[config.mk]
export PLATFORM = sky130hd
export DESIGN_NAME = write_back_buffer_tracker_top
export DESIGN_NICKNAME = d
export VERILOG_FILES = /design/src/rtl/wbbt_pkg.sv /design/src/rtl/wbbt_front.sv /design/src/rtl/wbbt_back.sv /design/src/rtl/write_back_buffer_tracker_top.sv
export SDC_FILE = /design/constraint.sdc
export NUM_CORES = 1
export LEC_CHECK = 0
export ABC_AREA = 0
export ABC_CLOCK_PERIOD_IN_PS = 12300
export BUFFER_PORTS_ARGS = -buffer_cell sky130_fd_sc_hd__buf_2
export CORE_MARGIN = 2
export CORE_UTILIZATION = 30
export DETAILED_ROUTE_END_ITERATION = 7
export HOLD_SLACK_MARGIN = 0.1
export PLACE_DENSITY_LB_ADDON = 0.3
export SYNTH_ARGS = -nofsm -noshare
export SYNTH_HDL_FRONTEND = slang
export SYNTH_SLANG_ARGS = --single-unit
[constraint.sdc]
create_clock -name clock -period 12.3 [get_ports clock]
set_clock_uncertainty 0.1 [all_clocks]
set_input_delay 1.845 -clock clock [delete_from_list [all_inputs] [get_ports clock]]
set_output_delay 1.845 -clock clock [all_outputs]
set_load 0.005 [all_outputs]
[src/rtl/wbbt_pkg.sv]
// Shared types, constants and codes of the write-back buffer tracker.
`default_nettype none
package wbbt_pkg;

   localparam int NUM_BLOCKS_DEF  = 16;
   localparam int BLOCK_BYTES_DEF = 4096;
   localparam int NUM_PAGES_DEF   = 16;
   localparam int PAGE_BYTES_DEF  = 4096;

   localparam int ADDR_W   = 48;
   localparam int SIZE_W   = 21;
   localparam int LEN_W    = 17;
   localparam int ACTION_W = 3;
   localparam int KIND_W   = 2;

   localparam logic [ACTION_W-1:0] ACT_READ  = 3'd0;
   localparam logic [ACTION_W-1:0] ACT_WRITE = 3'd1;
   localparam logic [ACTION_W-1:0] ACT_LOAD  = 3'd2;
   localparam logic [ACTION_W-1:0] ACT_FLUSH = 3'd3;
   localparam logic [ACTION_W-1:0] ACT_INVAL = 3'd4;

   localparam logic [KIND_W-1:0] KIND_PAGE_READ = 2'd0;
   localparam logic [KIND_W-1:0] KIND_EXTENT    = 2'd1;
   localparam logic [KIND_W-1:0] KIND_DONE      = 2'd2;

   localparam logic CSR_WB_ENABLE = 1'b0;
   localparam logic CSR_ASSIGNED  = 1'b1;

   // Classified command from the front part to the back part.
   typedef enum logic [2:0] {
      CMD_UNAVAIL,
      CMD_READ,
      CMD_WRITE,
      CMD_LOAD,
      CMD_FLUSH,
      CMD_INVAL
   } cmd_type;

   typedef struct packed {
      cmd_type           cmd;
      logic [ADDR_W-1:0] offset;
      logic [SIZE_W-1:0] size;
   } item_type;

   typedef enum logic [2:0] {
      ST_IDLE,
      ST_FIRST,
      ST_LAST,
      ST_MID,
      ST_FLUSH,
      ST_DONE
   } state_type;

   typedef struct packed {
      logic [KIND_W-1:0] kind;
      logic [ADDR_W-1:0] address;
      logic [LEN_W-1:0]  length;
      logic              status;
      logic              last;
   } result_type;

endpackage
`default_nettype wire

[src/rtl/wbbt_front.sv]
// Front part: accepts request items, classifies them and queues them.
`default_nettype none
module wbbt_front (
   input  wire logic                         clock,
   input  wire logic                         reset,
   input  wire logic                         in_valid,
   output logic                              in_ready,
   input  wire logic [wbbt_pkg::ACTION_W-1:0] in_action,
   input  wire logic [wbbt_pkg::ADDR_W-1:0]  in_offset,
   input  wire logic [wbbt_pkg::SIZE_W-1:0]  in_size,
   output logic                              q_valid,
   input  wire logic                         q_ready,
   output wbbt_pkg::item_type                q_item
);
   // Two-entry queue.
   wbbt_pkg::item_type mem_ff [2];
   logic       wr_ptr_ff, rd_ptr_ff;
   logic [1:0] count_ff;
   logic       push, pop;
   wbbt_pkg::item_type item_in;

   always_comb begin
      item_in.offset = in_offset;
      item_in.size   = in_size;
      case (in_action)
         wbbt_pkg::ACT_READ:  item_in.cmd = wbbt_pkg::CMD_READ;
         wbbt_pkg::ACT_WRITE: item_in.cmd = wbbt_pkg::CMD_WRITE;
         wbbt_pkg::ACT_LOAD:  item_in.cmd = wbbt_pkg::CMD_LOAD;
         wbbt_pkg::ACT_FLUSH: item_in.cmd = wbbt_pkg::CMD_FLUSH;
         wbbt_pkg::ACT_INVAL: item_in.cmd = wbbt_pkg::CMD_INVAL;
         default:             item_in.cmd = wbbt_pkg::CMD_UNAVAIL;
      endcase
   end

   assign in_ready = (count_ff != 2'd2);
   assign push     = in_valid && in_ready;
   assign q_valid  = (count_ff != 2'd0);
   assign pop      = q_valid && q_ready;
   assign q_item   = mem_ff[rd_ptr_ff];

   always_ff @(posedge clock) begin
      if (push) begin
         mem_ff[wr_ptr_ff] <= item_in;
      end
      if (reset) begin
         wr_ptr_ff <= 1'b0;
         rd_ptr_ff <= 1'b0;
         count_ff  <= 2'd0;
      end else begin
         if (push) wr_ptr_ff <= ~wr_ptr_ff;
         if (pop)  rd_ptr_ff <= ~rd_ptr_ff;
         count_ff <= count_ff + {1'b0, push} - {1'b0, pop};
      end
   end
endmodule
`default_nettype wire

[src/rtl/wbbt_back.sv]
// Back part: window state, page fetch walk, dirty-block flush walk.
`default_nettype none
module wbbt_back #(
   parameter int NUM_BLOCKS  = wbbt_pkg::NUM_BLOCKS_DEF,
   parameter int BLOCK_BYTES = wbbt_pkg::BLOCK_BYTES_DEF,
   parameter int NUM_PAGES   = wbbt_pkg::NUM_PAGES_DEF,
   parameter int PAGE_BYTES  = wbbt_pkg::PAGE_BYTES_DEF
) (
   input  wire logic               clock,
   input  wire logic               reset,
   input  wire logic               wb_enable,
   input  wire logic               assigned,
   input  wire logic               q_valid,
   output logic                    q_ready,
   input  wire wbbt_pkg::item_type q_item,
   output logic                    out_valid,
   input  wire logic               out_ready,
   output wbbt_pkg::result_type    out_result
);
   localparam int  AW  = wbbt_pkg::ADDR_W;
   localparam int  LW  = wbbt_pkg::LEN_W;
   localparam longint WIN = longint'(NUM_BLOCKS) * longint'(BLOCK_BYTES);
   localparam int  WINW = $clog2(WIN + 1);          // holds WIN itself
   localparam int  PGB  = $clog2(PAGE_BYTES);
   localparam int  BKB  = $clog2(BLOCK_BYTES);
   localparam int  PIW  = (NUM_PAGES > 1) ? $clog2(NUM_PAGES) : 1;
   localparam int  BIW  = (NUM_BLOCKS > 1) ? $clog2(NUM_BLOCKS) : 1;
   localparam int  PCW  = WINW - PGB + 1;           // page numbers within window end
   localparam int  BCW  = WINW - BKB + 1;
   localparam int  WSH  = $clog2(WIN);
   localparam logic [LW-1:0] LEN_MAX = {LW{1'b1}};

   typedef logic [AW-1:0]   addr_t;
   typedef logic [WINW-1:0] win_t;

   wbbt_pkg::state_type state_ff, state_in;
   wbbt_pkg::item_type  cur_ff, cur_in;
   logic                win_valid_ff, win_valid_in;
   addr_t               base_ff, base_in;
   logic                any_dirty_ff, any_dirty_in;
   logic [NUM_BLOCKS-1:0] dirty_ff, dirty_in;
   logic [NUM_PAGES-1:0]  fetched_ff, fetched_in;
   win_t                rel_ff, rel_in, end_ff, end_in;
   logic [PCW-1:0]      sp_ff, sp_in, ep_ff, ep_in, pidx_ff, pidx_in;
   logic                end_al_ff, end_al_in;
   logic [BCW-1:0]      bidx_ff, bidx_in, rstart_ff, rstart_in;
   logic                in_run_ff, in_run_in;
   logic                done_status_ff, done_status_in;
   addr_t               done_addr_ff, done_addr_in;
   logic [LW-1:0]       done_len_ff, done_len_in;
   logic                ov_ff, ov_in;
   wbbt_pkg::result_type ores_ff, ores_in;

   // Request setup terms, computed from the queue head.
   addr_t        d_rel;
   logic         in_win;
   logic [AW:0]  d_end_full;
   win_t         d_end, d_acc;
   logic [PCW-1:0] d_ep_raw;
   logic         d_end_al;
   logic [BCW-1:0] b0, bstop;
   logic [NUM_BLOCKS-1:0] mark;
   logic         can_emit, is_write, dflag;

   assign d_rel      = q_item.offset - base_ff;
   assign in_win     = win_valid_ff && (q_item.offset >= base_ff) &&
                       (d_rel < addr_t'(WIN));
   assign d_end_full = {1'b0, d_rel} + {{(AW+1-wbbt_pkg::SIZE_W){1'b0}}, q_item.size};
   assign d_end      = (d_end_full > (AW+1)'(WIN)) ? win_t'(WIN) : win_t'(d_end_full);
   assign d_acc      = d_end - win_t'(d_rel);
   assign d_ep_raw   = PCW'(d_end >> PGB);
   assign d_end_al   = (d_end[PGB-1:0] == '0);

   // Block range of a write, from the saved relative start and end.
   assign b0    = BCW'(rel_ff >> BKB);
   assign bstop = BCW'(end_ff >> BKB) + BCW'(end_ff[BKB-1:0] != '0);
   always_comb begin
      for (int b = 0; b < NUM_BLOCKS; b++) begin
         mark[b] = (BCW'(b) >= b0) && (BCW'(b) < bstop);
      end
   end

   assign can_emit = !ov_ff || out_ready;
   assign is_write = (cur_ff.cmd == wbbt_pkg::CMD_WRITE);
   assign dflag    = (bidx_ff < BCW'(NUM_BLOCKS)) && dirty_ff[bidx_ff[BIW-1:0]];

   always_comb begin
      state_in       = state_ff;
      cur_in         = cur_ff;
      win_valid_in   = win_valid_ff;
      base_in        = base_ff;
      any_dirty_in   = any_dirty_ff;
      dirty_in       = dirty_ff;
      fetched_in     = fetched_ff;
      rel_in         = rel_ff;
      end_in         = end_ff;
      sp_in          = sp_ff;
      ep_in          = ep_ff;
      pidx_in        = pidx_ff;
      end_al_in      = end_al_ff;
      bidx_in        = bidx_ff;
      rstart_in      = rstart_ff;
      in_run_in      = in_run_ff;
      done_status_in = done_status_ff;
      done_addr_in   = done_addr_ff;
      done_len_in    = done_len_ff;
      ov_in          = ov_ff && !out_ready;
      ores_in        = ores_ff;
      q_ready        = 1'b0;

      case (state_ff)
         wbbt_pkg::ST_IDLE: begin
            q_ready = 1'b1;
            if (q_valid) begin
               cur_in         = q_item;
               done_status_in = 1'b0;
               done_len_in    = '0;
               done_addr_in   = base_ff;
               case (q_item.cmd)
                  wbbt_pkg::CMD_READ, wbbt_pkg::CMD_WRITE: begin
                     done_addr_in = q_item.offset;
                     if (!in_win) begin
                        done_status_in = 1'b1;
                        state_in       = wbbt_pkg::ST_DONE;
                     end else begin
                        rel_in      = win_t'(d_rel);
                        end_in      = d_end;
                        end_al_in   = d_end_al;
                        sp_in       = PCW'(d_rel >> PGB);
                        ep_in       = d_end_al ? ((d_ep_raw != '0) ? d_ep_raw - 1'b1 : '0)
                                               : d_ep_raw;
                        done_len_in = (d_acc > win_t'(LEN_MAX)) ? LEN_MAX : LW'(d_acc);
                        state_in    = wbbt_pkg::ST_FIRST;
                     end
                  end
                  wbbt_pkg::CMD_LOAD: begin
                     win_valid_in = 1'b1;
                     base_in      = (q_item.offset >> WSH) << WSH;
                     done_addr_in = (q_item.offset >> WSH) << WSH;
                     any_dirty_in = 1'b0;
                     dirty_in     = '0;
                     fetched_in   = '0;
                     state_in     = wbbt_pkg::ST_DONE;
                  end
                  wbbt_pkg::CMD_FLUSH, wbbt_pkg::CMD_INVAL: begin
                     bidx_in   = '0;
                     in_run_in = 1'b0;
                     if (wb_enable && assigned && any_dirty_ff) begin
                        state_in = wbbt_pkg::ST_FLUSH;
                     end else begin
                        state_in = wbbt_pkg::ST_DONE;
                        if (q_item.cmd == wbbt_pkg::CMD_INVAL) begin
                           win_valid_in = 1'b0;
                           base_in      = '0;
                           done_addr_in = '0;
                           any_dirty_in = 1'b0;
                           dirty_in     = '0;
                           fetched_in   = '0;
                        end
                     end
                  end
                  default: begin
                     done_addr_in   = q_item.offset;
                     done_status_in = 1'b1;
                     state_in       = wbbt_pkg::ST_DONE;
                  end
               endcase
            end
         end

         // First page; a write that fully covers it from an aligned start skips the read.
         wbbt_pkg::ST_FIRST: begin
            if (can_emit) begin
               if (sp_ff < PCW'(NUM_PAGES) && !fetched_ff[sp_ff[PIW-1:0]]) begin
                  fetched_in[sp_ff[PIW-1:0]] = 1'b1;
                  if (!(is_write && rel_ff[PGB-1:0] == '0 &&
                        cur_ff.size >= wbbt_pkg::SIZE_W'(PAGE_BYTES))) begin
                     ov_in   = 1'b1;
                     ores_in = '{wbbt_pkg::KIND_PAGE_READ,
                                 base_ff + (AW'(sp_ff) << PGB), LW'(PAGE_BYTES), 1'b0, 1'b0};
                  end
               end
               pidx_in  = sp_ff + 1'b1;
               state_in = (ep_ff > sp_ff) ? wbbt_pkg::ST_LAST : wbbt_pkg::ST_DONE;
            end
         end

         wbbt_pkg::ST_LAST: begin
            if (can_emit) begin
               if (ep_ff < PCW'(NUM_PAGES) && !fetched_ff[ep_ff[PIW-1:0]]) begin
                  fetched_in[ep_ff[PIW-1:0]] = 1'b1;
                  if (!(is_write && end_al_ff)) begin
                     ov_in   = 1'b1;
                     ores_in = '{wbbt_pkg::KIND_PAGE_READ,
                                 base_ff + (AW'(ep_ff) << PGB), LW'(PAGE_BYTES), 1'b0, 1'b0};
                  end
               end
               state_in = wbbt_pkg::ST_MID;
            end
         end

         // Middle pages, one per cycle while no result is stalled.
         wbbt_pkg::ST_MID: begin
            if (can_emit) begin
               if (pidx_ff >= ep_ff) begin
                  state_in = wbbt_pkg::ST_DONE;
               end else begin
                  if (pidx_ff < PCW'(NUM_PAGES) && !fetched_ff[pidx_ff[PIW-1:0]]) begin
                     fetched_in[pidx_ff[PIW-1:0]] = 1'b1;
                     if (!is_write) begin
                        ov_in   = 1'b1;
                        ores_in = '{wbbt_pkg::KIND_PAGE_READ,
                                    base_ff + (AW'(pidx_ff) << PGB), LW'(PAGE_BYTES),
                                    1'b0, 1'b0};
                     end
                  end
                  pidx_in = pidx_ff + 1'b1;
               end
            end
         end

         // Walk dirty bits one block per cycle while no result is stalled, emit one extent per run.
         wbbt_pkg::ST_FLUSH: begin
            if (can_emit) begin
               bidx_in = bidx_ff + 1'b1;
               if (dflag) begin
                  if (!in_run_ff) begin
                     in_run_in = 1'b1;
                     rstart_in = bidx_ff;
                  end
                  dirty_in[bidx_ff[BIW-1:0]] = 1'b0;
               end else if (in_run_ff) begin
                  in_run_in = 1'b0;
                  ov_in     = 1'b1;
                  ores_in   = '{wbbt_pkg::KIND_EXTENT,
                                base_ff + (AW'(rstart_ff) << BKB),
                                LW'(32'(bidx_ff - rstart_ff) << BKB) |
                                (((32'(bidx_ff - rstart_ff) << BKB) > 32'(LEN_MAX))
                                 ? LEN_MAX : '0),
                                1'b0, 1'b0};
               end
               if (bidx_ff == BCW'(NUM_BLOCKS)) begin
                  any_dirty_in = 1'b0;
                  state_in     = wbbt_pkg::ST_DONE;
                  if (cur_ff.cmd == wbbt_pkg::CMD_INVAL) begin
                     win_valid_in = 1'b0;
                     base_in      = '0;
                     done_addr_in = '0;
                     dirty_in     = '0;
                     fetched_in   = '0;
                  end
               end
            end
         end

         wbbt_pkg::ST_DONE: begin
            if (can_emit) begin
               if (is_write && done_status_ff == 1'b0) begin
                  dirty_in     = dirty_ff | mark;
                  any_dirty_in = 1'b1;
               end
               ov_in    = 1'b1;
               ores_in  = '{wbbt_pkg::KIND_DONE, done_addr_ff, done_len_ff,
                            done_status_ff, 1'b1};
               state_in = wbbt_pkg::ST_IDLE;
            end
         end

         default: state_in = wbbt_pkg::ST_IDLE;
      endcase
   end

   assign out_valid  = ov_ff;
   assign out_result = ores_ff;

   always_ff @(posedge clock) begin
      cur_ff         <= cur_in;
      rel_ff         <= rel_in;
      end_ff         <= end_in;
      sp_ff          <= sp_in;
      ep_ff          <= ep_in;
      pidx_ff        <= pidx_in;
      end_al_ff      <= end_al_in;
      bidx_ff        <= bidx_in;
      rstart_ff      <= rstart_in;
      in_run_ff      <= in_run_in;
      done_status_ff <= done_status_in;
      done_addr_ff   <= done_addr_in;
      done_len_ff    <= done_len_in;
      ores_ff        <= ores_in;
      if (reset) begin
         state_ff     <= wbbt_pkg::ST_IDLE;
         win_valid_ff <= 1'b0;
         base_ff      <= '0;
         any_dirty_ff <= 1'b0;
         dirty_ff     <= '0;
         fetched_ff   <= '0;
         ov_ff        <= 1'b0;
      end else begin
         state_ff     <= state_in;
         win_valid_ff <= win_valid_in;
         base_ff      <= base_in;
         any_dirty_ff <= any_dirty_in;
         dirty_ff     <= dirty_in;
         fetched_ff   <= fetched_in;
         ov_ff        <= ov_in;
      end
   end
endmodule
`default_nettype wire

[src/rtl/write_back_buffer_tracker_top.sv]
// Top level of the write-back buffer tracker.
`default_nettype none
// Tracks one aligned window of NUM_BLOCKS*BLOCK_BYTES bytes: its base, a
// fetched bit per page and a dirty bit per block. Read and write transactions
// inside the window answer page-read requests for unfetched pages (first page,
// last page, then middle pages ascending; a write skips pages it fully
// overwrites) and one completion marked by tlast. Flush walks the dirty bits
// one block per cycle while no result is stalled and emits one write-back
// extent per dirty run. A stalled result holds the back part until it is
// taken. A two-entry queue sits between the classifying front and the
// executing back, and a result register holds each result until it is taken.
// Write csr_ registers only while idle.
module write_back_buffer_tracker_top #(
   parameter int NUM_BLOCKS  = wbbt_pkg::NUM_BLOCKS_DEF,
   parameter int BLOCK_BYTES = wbbt_pkg::BLOCK_BYTES_DEF,
   parameter int NUM_PAGES   = wbbt_pkg::NUM_PAGES_DEF,
   parameter int PAGE_BYTES  = wbbt_pkg::PAGE_BYTES_DEF
) (
   input  wire logic        clock,
   input  wire logic        reset,
   input  wire logic        csr_we,
   input  wire logic        csr_index,
   input  wire logic        csr_wdata,
   input  wire logic        req_tvalid,
   output logic             req_tready,
   input  wire logic [71:0] req_tdata,   // action[2:0], offset[50:3], size[71:51]
   output logic             rsp_tvalid,
   input  wire logic        rsp_tready,
   output logic [71:0]      rsp_tdata,   // kind[1:0], address[49:2], length[66:50],
                                         // status[67], zero fill
   output logic             rsp_tlast
);
   logic wb_enable_ff, assigned_ff;
   logic q_valid, q_ready;
   wbbt_pkg::item_type   q_item;
   wbbt_pkg::result_type res;

   // Configuration registers.
   always_ff @(posedge clock) begin
      if (reset) begin
         wb_enable_ff <= 1'b1;
         assigned_ff  <= 1'b0;
      end else if (csr_we) begin
         case (csr_index)
            wbbt_pkg::CSR_WB_ENABLE: wb_enable_ff <= csr_wdata;
            wbbt_pkg::CSR_ASSIGNED:  assigned_ff  <= csr_wdata;
            default: ;
         endcase
      end
   end

   wbbt_front u_front (
      .clock     (clock),
      .reset     (reset),
      .in_valid  (req_tvalid),
      .in_ready  (req_tready),
      .in_action (req_tdata[2:0]),
      .in_offset (req_tdata[50:3]),
      .in_size   (req_tdata[71:51]),
      .q_valid   (q_valid),
      .q_ready   (q_ready),
      .q_item    (q_item)
   );

   wbbt_back #(
      .NUM_BLOCKS  (NUM_BLOCKS),
      .BLOCK_BYTES (BLOCK_BYTES),
      .NUM_PAGES   (NUM_PAGES),
      .PAGE_BYTES  (PAGE_BYTES)
   ) u_back (
      .clock      (clock),
      .reset      (reset),
      .wb_enable  (wb_enable_ff),
      .assigned   (assigned_ff),
      .q_valid    (q_valid),
      .q_ready    (q_ready),
      .q_item     (q_item),
      .out_valid  (rsp_tvalid),
      .out_ready  (rsp_tready),
      .out_result (res)
   );

   assign rsp_tdata = {4'b0, res.status, res.length, res.address, res.kind};
   assign rsp_tlast = res.last;
endmodule
`default_nettype wire
; Word-level counts from Yosys, hierarchy flattened
; Memories as Yosys holds them, arrays and structs flattened. A register that Yosys moved wholly into a read port is not among the register bits.
; Cells that the tools add are included.
[totals]
ff_bits = 317
out_inout_bits = 75
input_bits = 79
wordCells = 359
ram_bits = 144
n_memories = 1
[mem_list]
columns = memory, words, word_bits, rd, rd_ports_with_merged_regs, wr, line_no
row1 = u_front.mem_ff, 2, 72, 1, 1, 1, wbbt_front.sv:16  ; wbbt_pkg::item_type mem_ff [2];
[op_classes]
addsub = 15
n_reduce_logical = 73
n_lt_le_gt_ge = 52
muxes = 133
n_eq_ne = 41
bitwise_logic = 12
[op_table]
columns = operator, count
row1 = $mux W69, 14
row2 = $pmux W48 S2, 4
row3 = $pmux W69 S5, 1
row4 = $mux W48, 7
row5 = $mux W16, 19
row6 = $add A48 B18 Y48, 4
row7 = $pmux W16 S5, 1
row8 = $or A16 B16 Y16, 4
row9 = $mux W17, 3
row10 = $add A48 B21 Y49, 1
row11 = $gt A49 B17 Y1 const B, 1
row12 = $ge A48 B48 Y1, 1
row13 = $lt A4 B6 Y1 const A, 8
row14 = $lt A48 B17 Y1 const B, 1
row15 = $pmux W16 S3, 1
row16 = $sub A48 B48 Y48, 1
row17 = $mux W1, 44
row18 = $ge A4 B5 Y1 const A, 8
row19 = $mux W6, 6
row20 = $logic_and A1 B1 Y1, 35
row21 = $gt A32 B17 Y1 const B, 1
row22 = $pmux W16 S2, 1
row23 = $mux W3, 10
row24 = $reduce_and A15 Y1, 2
row25 = 59 further kinds, 148

; Logic depth before layout (Yosys ltp)
; Gate-level depths: netlist (run 1).
[depth]
ltp_word = 11
ltp_mapped = 49
depth_no_buf = 44

; Modules after synthesis
; Synthesis (run 1) repeated with hierarchy kept, for this count alone.
[unflattened]
hier_cells = 2634
hier_area_um2 = 26522.9
[modules_own_cells]
columns = mod, seq_area_each_um2, area_per_inst_um2, n_inst, cells_per_inst
row1 = wbbt_back, 7937.6, 20928.8, 1, 2360
row2 = wbbt_front, 4424.2, 5476.5, 1, 260
row3 = write_back_buffer_tracker_top, 40.0, 117.6, 1, 14

; Worst setup path before layout (run 1)
; No wires, ideal clock.
[synth_path]
kind = reg2reg
startpoint = register (tool-made name)
endpoint = register u_back.done_len_ff[16] (data pin)
path_buffers = 6
slack_ns = 1.988
setup_ns = 0.255
t_required_ns = 11.945
stages_incl_launch_ff = 47
arrival_time_ns = 9.957
period_less_slack_ns = 10.312
path_cell_list = dfxtp_1 -> clkbuf_1 -> clkbuf_1 -> buf_1 -> mux2_2 -> ha_1 -> buf_2 -> a21oi_1 -> o21ai_0 -> a211oi_2 -> nor3_1 -> or2_2 -> xnor2_1 -> inv_1 -> ha_1 -> clkbuf_1 -> nand4_1 -> nor4b_1 -> [... 11 more ...] -> fa_1 -> nor2b_1 -> o21ai_0 -> a21oi_1 -> o21ai_0 -> a21oi_1 -> o21ai_0 -> a21oi_1 -> o21ai_0 -> a21oi_1 -> o21ai_0 -> a21boi_0 -> o21a_1 -> o21a_1 -> nand3_1 -> o211ai_1 -> xnor2_1 -> and2_1
[synth_lines]
columns = item, line_no
row1 = "end signal, assigned", wbbt_back.sv:289  ; done_len_ff <= done_len_in;
row2 = "end, declared", wbbt_back.sv:50  ; logic [LW-1:0] done_len_ff, done_len_in;

==> results of run 1 <==
[cells by family (layout without fill, tap and decap cells)]
kind of cell / after synthesis / in the layout / synth area share
AND/OR/NAND/NOR: 849 / 849 / 0.1602
AO/OA/AOI/OAI: 641 / 641 / 0.1609
flip-flops: 444 / 444 / 0.4757
buffers and inverters: 259 / 412 / 0.03868
multiplexers: 135 / 135 / 0.06455
adder cells (fa/ha/maj): 126 / 126 / 0.06191
XOR/XNOR: 112 / 112 / 0.03791
other: 1 / 5 / 0.0001438
[Yosys cell counts (16+ instances only)]
cell,count
edfxtp_1,351
nand2_1,250
nor2_1,206
a21oi_1,194
inv_1,139
o21ai_0,139
ha_1,121
dfxtp_1,93
clkbuf_1,89
xnor2_1,77
nor3_1,74
mux2_2,70
nand3_1,60
a21o_1,45
mux2i_1,44
nand4_1,44
nor4_1,34
xor2_1,34
a22o_1,32
o21a_1,27
and3_1,26
and2_1,25
a31oi_1,20
nor2b_1,20
mux4_2,19
a22oi_1,17
or3_1,17
a32o_1,16
nand2b_1,16
[area by class of cell]
cell class,instances,share of cell area
sequential,444,0.4161
clock inverter,33,0.01318
inverter,144,0.01813
clock buffer,62,0.04596
timing repair buffer,173,0.03106
multi-input combinational,1867,0.4270
antenna,1,0.00008394
tap,1155,0.04847
[worst min path at each step]
stage	startpoint	end	slack, ns	cells past startpoint
floorplan	assigned_ff$_SDFFE_PP0P_	assigned_ff$_SDFFE_PP0P_	0.34	2
global placement	u_back.dirty_ff[6]$_SDFFE_PP0P_	u_back.dirty_ff[6]$_SDFFE_PP0P_	0.36	2
detailed placement	assigned_ff$_SDFFE_PP0P_	assigned_ff$_SDFFE_PP0P_	0.36	2
CTS	assigned_ff$_SDFFE_PP0P_	assigned_ff$_SDFFE_PP0P_	0.38	2
global route	u_back.dirty_ff[14]$_SDFFE_PP0P_	u_back.dirty_ff[14]$_SDFFE_PP0P_	0.41	2
finish	assigned_ff$_SDFFE_PP0P_	assigned_ff$_SDFFE_PP0P_	0.38	2
[stage by stage]
step	setup slack [ns]	hold slack [ns]
2_1_floorplan	1.988	0.3369
3_3_place_gp	1.251	0.3639
3_5_place_dp	1.154	0.3622
4_1_cts	1.151	0.3776
5_1_grt	0.1415	0.4108
6_report	1.133	0.3799
[worst max-delay path, delay by kind of cell (launching register included)]
family,cells,cell delay (ns)
AND/OR/NAND/NOR,15,4.47
AO/OA/AOI/OAI,16,2.85
adder cells (fa/ha/maj),3,1.27
flip-flops,1,0.80
buffers and inverters,2,0.71
multiplexers,1,0.42
XOR/XNOR,2,0.28
[sequential cells by signal (all words and copies together) (netlist names), 16 cells and up, named ones only]
register / cells
u_back.done_len_ff: 17
u_back.base_ff: 48
u_front.mem_ff: 144
u_back.done_addr_ff: 48
u_back.dirty_ff: 16
u_back.end_ff: 17
u_back.out_result: 68
u_back.fetched_ff: 16
[power breakdown]
| part | switching (µW) | internal [µW] | leakage (µW) | total, µW |
|---|---|---|---|---|
| Sequential | 217 | 2170 | 0.00405 | 2390 |
| Combinational | 2940 | 1620 | 0.00586 | 4560 |
| Clock | 636 | 964 | 0.000854 | 1600 |
| Total | 3790 | 4750 | 0.0108 | 8540 |
[metal layers]
| layer | share of wire | wire length (µm) | track usage |
|---|---|---|---|
| met1 | 0.45 | 34970 | 0.2283 |
| met2 | 0.48 | 36880 | 0.2853 |
| met3 | 0.055 | 4264 | 0.02734 |
| met4 | 0.018 | 1432 | 0.03631 |
| met5 | 0.00049 | 38 | 0 |
==> out/metrics.yaml, run 1 <==
status:
  status: "finished, final reports clean"
cts:
  htreeDepth: 2
  clock-sinks: 444
  hold_buffers: 0
  clockRootBuffer: "clkbuf_16"
  clk_latency_ns: 0.61
  cts_buffer_depth: 3
  clk_pin_slew_worst_paths_ns: 0.06
  cts_resized: 0
  postCtsSetupBuffers: 0
  cts_tree: "yes"
  cts-buffers-inserted: 51
layout:
  regArea_mm2: 0.01241
  final_area_mm2: 0.02981
  final_common_cell: "edfxtp_1"
  area_growth_pct: 14.35
  multi_input_area_mm2: 0.01273
  layout_common_cells: "351 x edfxtp_1, 250 x nand2_1, 204 x nor2_1"
  fill_cells: 8818
  drive_gt1_frac: 0.1480
  final_util: 0.3447
  final_cells: 3879
  nNetsFinal: 2886
synthesis:
  yosysTopAreaCell: "edfxtp_1"
  yosysWarnings: 0
  ys_async_sr_fraction: 0
  yosys.cell_types.count: 102
  synth-main-ff-cell: "edfxtp_1"
  synth_top_area_frac: 0.4043
  yosys_register_bits: 444
  syn_inst: 2567
  seq_area_frac_synth: 0.4757
  synth_area_leaders: "edfxtp_1 40%, dfxtp_1 7.1%, ha_1 5.8%, a21oi_1 3.7%, nand2_1 3.6%"
  synth-edff-count: 351
  synthesis.area_mm2: 0.02607
  syn_area_per_cell_um2: 10.16
critical_path:
  ff2ff_path_depth: 39
  startpoint_type: "flip-flop"
  critPathCaptureType: "flip-flop"
  cp.arrival_ns: 11.43
  cp.required_ns: 12.57
  rrSetupSlack_ns: 1.13
  regToRegEndpoint: "u_back.done_len_ff[16]$_SDFFCE_PN0P_"
  critPathCapture: "u_back.done_len_ff[16]$_SDFFCE_PN0P_"
  cp_common_cell: "o21ai_0"
  critPathMaxFanout: 41
  worstSetupPathType: "reg2reg"
  crit_slowest_cell: "dfxtp_4"
  critPathMaxStageDelay_ns: 0.80
sta:
  max_freq_mhz: 89.55
  setup-tns-final_ns: 0
  tightest_slew_ns: 1.132
  slew_headroom: 0.2376
  slew_violations: 0
  finalSetupViolCount: 0
  rsz0062_at_grt: "false"
  min_period_over_period: 0.9079
  hold_viol_final: 0
  fin_crit_ns: 11.17
place:
  dpl.cell_count: 3782
  placed_cell_area_mm2: 0.02804
  globalplace.congestion: 0.9031
  io_buffers: 149
  dp_hpwl_um: 58610
route:
  first_iter_violations: 1657
  wire_per_inst_um: 20.00
  drc_errors: 0
  final_antenna_net_count: 0
  vias_per_cell: 5.215
  drt_wl_total_um: 77590
  vias: 20230
  first_pass_iters: 6
global_route:
  grt_first_pass_wirelength_um: 117900
  first_global_vias: 19290
  antenna_found_initial: 13
  grt_overflow: 0
  grt_max_degree: 64
  grt.total_usage: 0.1692
die:
  die-area_mm2: 0.08928
  chipWidth_um: 298.8
  chipHeight_um: 298.8
  num_rows: 108
  io_pins: 154
  core_mm2: 0.08648
  start_util: 0.3015
power:
  peakVddDrop_v: 0.0001213
  cellPowerDensity_mw_per_mm2: 286.5
  power_leakage_uw: 0.01077
  totalPowerFinal_uw: 8542
job:
  maxCapViolCount: 0
min_path:
  hp-class: "reg2reg"
No activity file was read; power rests on OpenSTA's default activity.
==> run 2, diff against run 1 <==
Settings changed: CTS_BUF_LIST set to sky130_fd_sc_hd__clkbuf_16.
==> run 2 against run 1 <==
Against the previous run: sequential power barely moved; first-iteration DRC count down 0.48%; total power down 0.16%; fmax up 0.11%; hold slack barely moved; register-to-register slack about the same; sequential share of layout area about the same; non-clock buffer count unchanged; via count increased by 0.10%; core utilization about the same; global-route usage unchanged; setup slack better by 0.012 ns.
==> out/metrics.yaml, run 2 (same netlist as run 1, synthesis figures left out) <==
global_route:
  first_global_vias: 19290  # unchanged
  grt_overflow: 0  # unchanged
  grt_max_degree: 64  # unchanged
  antenna_found_initial: 13  # unchanged
  grt_first_pass_wirelength_um: 117900  # unchanged
  grt.total_usage: 0.1692  # unchanged
sta:
  min_period_over_period: 0.9069  # -0.001016
  finalSetupViolCount: 0  # unchanged
  final.setup.worst_slack_ns: 1.146  # +0.01250 ns
  max_freq_mhz: 89.65  # +0.11%
  fin_crit_ns: 11.15  # -0.01250 ns
  tightest_slew_ns: 1.118  # -0.01330 ns
  setup-tns-final_ns: 0  # unchanged
  slew_headroom: 0.2466  # +0.008961
  hold_viol_final: 0  # unchanged
  rsz0062_at_grt: "false"
  slew_violations: 0  # unchanged
cts:
  clk_pin_slew_worst_paths_ns: 0.06  # about the same
  cts_tree: "yes"
  postCtsSetupBuffers: 0  # unchanged
  cts_buffer_depth: 3  # unchanged
  hold_buffers: 0  # unchanged
  clk_latency_ns: 0.61  # about the same
  clock-sinks: 444  # unchanged
  cts_resized: 0  # unchanged
  clockRootBuffer: "clkbuf_16"
  cts-buffers-inserted: 51  # unchanged
  htreeDepth: 2  # unchanged
layout:
  final_area_mm2: 0.02980  # about the same
  regArea_mm2: 0.01241  # unchanged
  drive_gt1_frac: 0.1476  # -0.0003672
  nNetsFinal: 2886  # unchanged
  largest_reg_flops: 144  # unchanged
  area_growth_pct: 14.31  # about the same
  final_common_cell: "edfxtp_1"
  fill_cells: 8819  # +0.011%
  max_flop_register: "u_front.mem_ff"
  layout_common_cells: "351 x edfxtp_1, 250 x nand2_1, 204 x nor2_1"
  multi_input_area_mm2: 0.01273  # unchanged
  final_cells: 3879  # unchanged
die:
  chipWidth_um: 298.8  # unchanged
  start_util: 0.3015  # unchanged
  core_mm2: 0.08648  # unchanged
  num_rows: 108  # unchanged
  io_pins: 154  # unchanged
  die-area_mm2: 0.08928  # unchanged
  chipHeight_um: 298.8  # unchanged
power:
  p_sw_frac: 0.4444  # +0.0006454
  power_frac_comb: 0.534  # about the same
  clkPwrFrac: 0.186  # about the same
  switching_power_uw: 3790  # about the same
  intPower_uw: 4738  # -0.28%
  seqPwrFrac: 0.280  # about the same
  power_leakage_uw: 0.01079  # +0.26%
  peakVddDrop_v: 0.0001214  # about the same
  cellPowerDensity_mw_per_mm2: 286.2  # -0.13%
route:
  first_iter_violations: 1649  # -0.48%
  final_antenna_net_count: 0  # unchanged
  first_pass_iters: 6  # unchanged
  vias_per_cell: 5.220  # +0.10%
  wire_per_inst_um: 20.00  # about the same
  drt_wl_total_um: 77570  # about the same
  drc_errors: 0  # unchanged
  vias: 20250  # +0.10%
critical_path:
  ff2ff_path_depth: 39  # unchanged
  cp.arrival_ns: 11.42  # about the same
  cp.required_ns: 12.57  # about the same
  rrSetupSlack_ns: 1.15  # about the same
  critPathMaxFanout: 41  # unchanged
  crit_slowest_cell: "dfxtp_4"
  regToRegEndpoint: "u_back.done_len_ff[16]$_SDFFCE_PN0P_"
  startpoint_type: "flip-flop"
  worstSetupPathType: "reg2reg"
  cp_common_cell: "o21ai_0"
  critPathMaxStageDelay_ns: 0.80  # about the same
  critPathCaptureType: "flip-flop"
min_path:
  hp-class: "reg2reg"
  hold_path_end: "assigned_ff$_SDFFE_PP0P_"
  holdPathStages: 2  # unchanged
  hold_start: "assigned_ff$_SDFFE_PP0P_"
place:
  placed_cell_area_mm2: 0.02804  # unchanged
  dp_hpwl_um: 58610  # unchanged
  io_buffers: 149  # unchanged
  post-place-ws_ns: 1.154  # unchanged
  dpl.cell_count: 3782  # unchanged
  globalplace.congestion: 0.9031  # unchanged
job:
  maxCapViolCount: 0  # unchanged
status:
  status: "finished, final reports clean"
[run 2: cell count changes in the layout (fill, tap and decap cells not counted)]
cell / delta
clkinv_1: +1
clkbuf_8: -1
clkbuf_1: -8
inv_1: +8
[run 2: critical path, delay by kind of cell (launching register included)]
kind                     cells  cell delay, ns
AO/OA/AOI/OAI               16            2.85
XOR/XNOR                     2            0.28
adder cells (fa/ha/maj)      3            1.27
buffers and inverters        2            0.71
flip-flops                   1            0.80
multiplexers                 1            0.42
AND/OR/NAND/NOR             15            4.46
[run 2: final cells by class]
| cell class | instances | area share |
|---|---|---|
| multi-input cells | 1867 | 0.4271 |
| flip-flops and latches | 444 | 0.4163 |
| well taps | 1155 | 0.04849 |
| clock buffers | 53 | 0.04450 |
| repair buffers | 173 | 0.03107 |
| inverters | 144 | 0.01814 |
| clock inverters | 42 | 0.01432 |
| diodes | 1 | 0.00008397 |
[run 2: metal layers]
| layer | vias to the layer above | routed length [µm] | global-route usage |
|---|---|---|---|
| met4 | 6 | 1429 | 0.03631 |
| met5 | - | 38 | 0 |
| met2 | 575 | 36840 | 0.2853 |
| li1 | 9778 | - | - |
| met3 | 107 | 4258 | 0.02734 |
| met1 | 9784 | 35010 | 0.2283 |
[run 2: how the worst max path moves through the flow]
stage                         start  slack [ns]                                    to
final                     flip-flop        1.15  u_back.done_len_ff[16]$_SDFFCE_PN0P_
after global routing      flip-flop        0.14  u_back.done_len_ff[16]$_SDFFCE_PN0P_
after CTS                 flip-flop        1.15  u_back.done_len_ff[16]$_SDFFCE_PN0P_
after detailed placement  flip-flop        1.15  u_back.done_len_ff[16]$_SDFFCE_PN0P_
after global placement    flip-flop        1.25  u_back.done_len_ff[16]$_SDFFCE_PN0P_
after floorplan           flip-flop        1.99  u_back.done_len_ff[16]$_SDFFCE_PN0P_
[run 2: power groups by stage]
stage	sequential, µW	combinational, µW	clock (µW)
2_1_floorplan	2360	3230	0
4_1_cts	2390	4550	1630
3_3_place_gp	2420	4560	0
6_report	2390	4550	1590
3_5_place_dp	2420	4520	0
5_1_grt	2430	5020	1680
[run 2: metrics by stage]
| stage | power [µW] | utilization | hold WS [ns] |
|---|---|---|---|
| detailed placement | 6943 | 0.3242 | 0.3622 |
| global route | 9132 | 0.3446 | 0.4108 |
| floorplan | 5595 | - | 0.3369 |
| finish | 8528 | 0.3446 | 0.3799 |
| CTS | 8566 | 0.3445 | 0.3776 |
| global placement | 6973 | 0.3242 | 0.3639 |
==> run 3, diff against run 2 <==
Settings changed: CTS_BUF_LIST sky130_fd_sc_hd__clkbuf_16 to sky130_fd_sc_hd__clkbuf_8.
==> run 3 against run 2 <==
Against the previous run: register-to-register slack got worse by 0.11 ns; highest routed layer unchanged; fmax fell by 0.99%; critical path type unchanged; largest power group unchanged; largest cell class unchanged; cell count grew 1.4%.
==> out/metrics.yaml, run 3 (same netlist as run 1, synthesis figures left out) <==
critical_path:
  critPathMaxFanout: 41  # unchanged
  crit_slowest_cell: "dfxtp_4"
  critPathCaptureType: "flip-flop"
  startpoint_type: "flip-flop"
  cp.arrival_ns: 11.63  # +0.21 ns
  critPathMaxStageDelay_ns: 0.80  # about the same
  worstSetupPathType: "reg2reg"
  cp_common_cell: "o21ai_0"
  cp.required_ns: 12.67  # +0.10 ns
power:
  power_leakage_uw: 0.01082  # +0.28%
  peakVddDrop_v: 0.0001173  # -3.4%
  cellPowerDensity_mw_per_mm2: 280.9  # -1.9%
sta:
  tightest_slew_ns: 1.147  # +0.02900 ns
  rsz0062_at_grt: "false"
  hold_viol_final: 0  # unchanged
  min_period_over_period: 0.9160  # +0.009089
  fin_crit_ns: 11.27  # +0.1118 ns
  finalSetupViolCount: 0  # unchanged
  max_freq_mhz: 88.76  # -0.99%
  setup-tns-final_ns: 0  # unchanged
  slew_headroom: 0.2270  # -0.01954
  slew_violations: 0  # unchanged
die:
  chipWidth_um: 298.8  # unchanged
  die-area_mm2: 0.08928  # unchanged
  chipHeight_um: 298.8  # unchanged
  core_mm2: 0.08648  # unchanged
  start_util: 0.3015  # unchanged
  num_rows: 108  # unchanged
  io_pins: 154  # unchanged
global_route:
  grt_overflow: 0  # unchanged
  grt_max_degree: 64  # unchanged
  grt_first_pass_wirelength_um: 119000  # +0.92%
  grt.total_usage: 0.1712  # +0.002022
  first_global_vias: 19670  # +1.9%
  antenna_found_initial: 15  # +2
layout:
  final_area_mm2: 0.02963  # -0.56%
  final_common_cell: "edfxtp_1"
  nNetsFinal: 2916  # +1.0%
  area_growth_pct: 13.67
  largest_reg_flops: 144  # unchanged
  drive_gt1_frac: 0.1563  # +0.008652
  fill_cells: 8881  # +0.70%
  max_flop_register: "u_front.mem_ff"
  layout_common_cells: "351 x edfxtp_1, 250 x nand2_1, 204 x nor2_1"
cts:
  htreeDepth: 3  # +1
  cts_buffer_depth: 3  # unchanged
  hold_buffers: 0  # unchanged
  cts_resized: 0  # unchanged
  cts_tree: "yes"
  cts-buffers-inserted: 81  # +59%
  clk_pin_slew_worst_paths_ns: 0.06  # about the same
  clock-sinks: 444  # unchanged
  clk_latency_ns: 0.71  # +0.10 ns
  postCtsSetupBuffers: 0  # unchanged
  clockRootBuffer: "clkbuf_8"
route:
  first_iter_violations: 1583  # -4.0%
  drc_errors: 0  # unchanged
  first_pass_iters: 5  # -1
  final_antenna_net_count: 0  # unchanged
  wire_per_inst_um: 19.88  # -0.57%
  vias: 20380  # +0.66%
  drt_wl_total_um: 78240  # +0.87%
  vias_per_cell: 5.180  # -0.77%
place:
  placed_cell_area_mm2: 0.02804  # unchanged
  dp_hpwl_um: 58610  # unchanged
  globalplace.congestion: 0.9031  # unchanged
  io_buffers: 149  # unchanged
status:
  status: "finished, final reports clean"
job:
  maxCapViolCount: 0  # unchanged
min_path:
  hp-class: "reg2reg"
run 3: cell count changes in the layout (fill, tap and decap cells not counted), moves of 4 or more:
cell       delta
inv_1        +21
clkinv_2      +4
clkbuf_16    -53
clkbuf_8     +87
bufinv_16     -5
run 3: through the flow:
stage	power [µW]	utilization	std cells	hold WS, ns	setup WS (ns)
5_1_grt	8939	0.3426	3933	0.4100	0.1035
3_3_place_gp	6973	0.3242	3782	0.3639	1.251
4_1_cts	8359	0.3425	3931	0.3777	1.155
2_1_floorplan	5595	-	2570	0.3369	1.988
3_5_place_dp	6943	0.3242	3782	0.3622	1.154
6_report	8323	0.3427	3935	0.3786	1.034
run 3: final timing paths:
check | startpoint | to | slack [ns] | cells past startpoint
worst max-delay path | flip-flop | u_back.done_len_ff[16]$_SDFFCE_PN0P_ | 1.03 | 42
worst min-delay path | assigned_ff$_SDFFE_PP0P_ | assigned_ff$_SDFFE_PP0P_ | 0.38 | 2
worst min register to register | assigned_ff$_SDFFE_PP0P_ | assigned_ff$_SDFFE_PP0P_ | 0.38 | 2
worst max register to register | flip-flop | u_back.done_len_ff[16]$_SDFFCE_PN0P_ | 1.03 | 42
run 3: critical path, delay by kind of cell (launching register included):
| kind | cells | cell delay, ns |
|---|---|---|
| adders and majority gates | 3 | 1.29 |
| AOI/OAI and AO/OA | 18 | 3.46 |
| buffers and inverters | 3 | 0.44 |
| and+or+nand+nor | 15 | 4.26 |
| muxes | 1 | 0.43 |
| xor gates and xnor gates | 2 | 0.28 |
| DFF | 1 | 0.80 |
run 3: report_power, final:
group	internal, µW	switching (µW)	total, µW
registers	2170	216	2390
logic	1620	2940	4560
clock network	724	652	1380
total	4510	3810	8320
run 3: area by class of cell:
class	count	area, µm²	area share
antenna	3	7.507	0.0002533
clock buffer	87	1197	0.04041
clock inverter	62	382.9	0.01292
inverter	144	540.5	0.01824
multi-input combinational	1867	12730	0.4296
sequential	444	12410	0.4186
tap	1155	1445	0.04877
timing repair buffer	173	925.9	0.03124
run 3: layer usage:
metal,part of all wire,GRT usage,wire [µm]
met1,0.45,0.2292,35160
met2,0.48,0.2872,37330
met3,0.054,0.03184,4197
met4,0.019,0.03786,1519
met5,0.00046,0,36
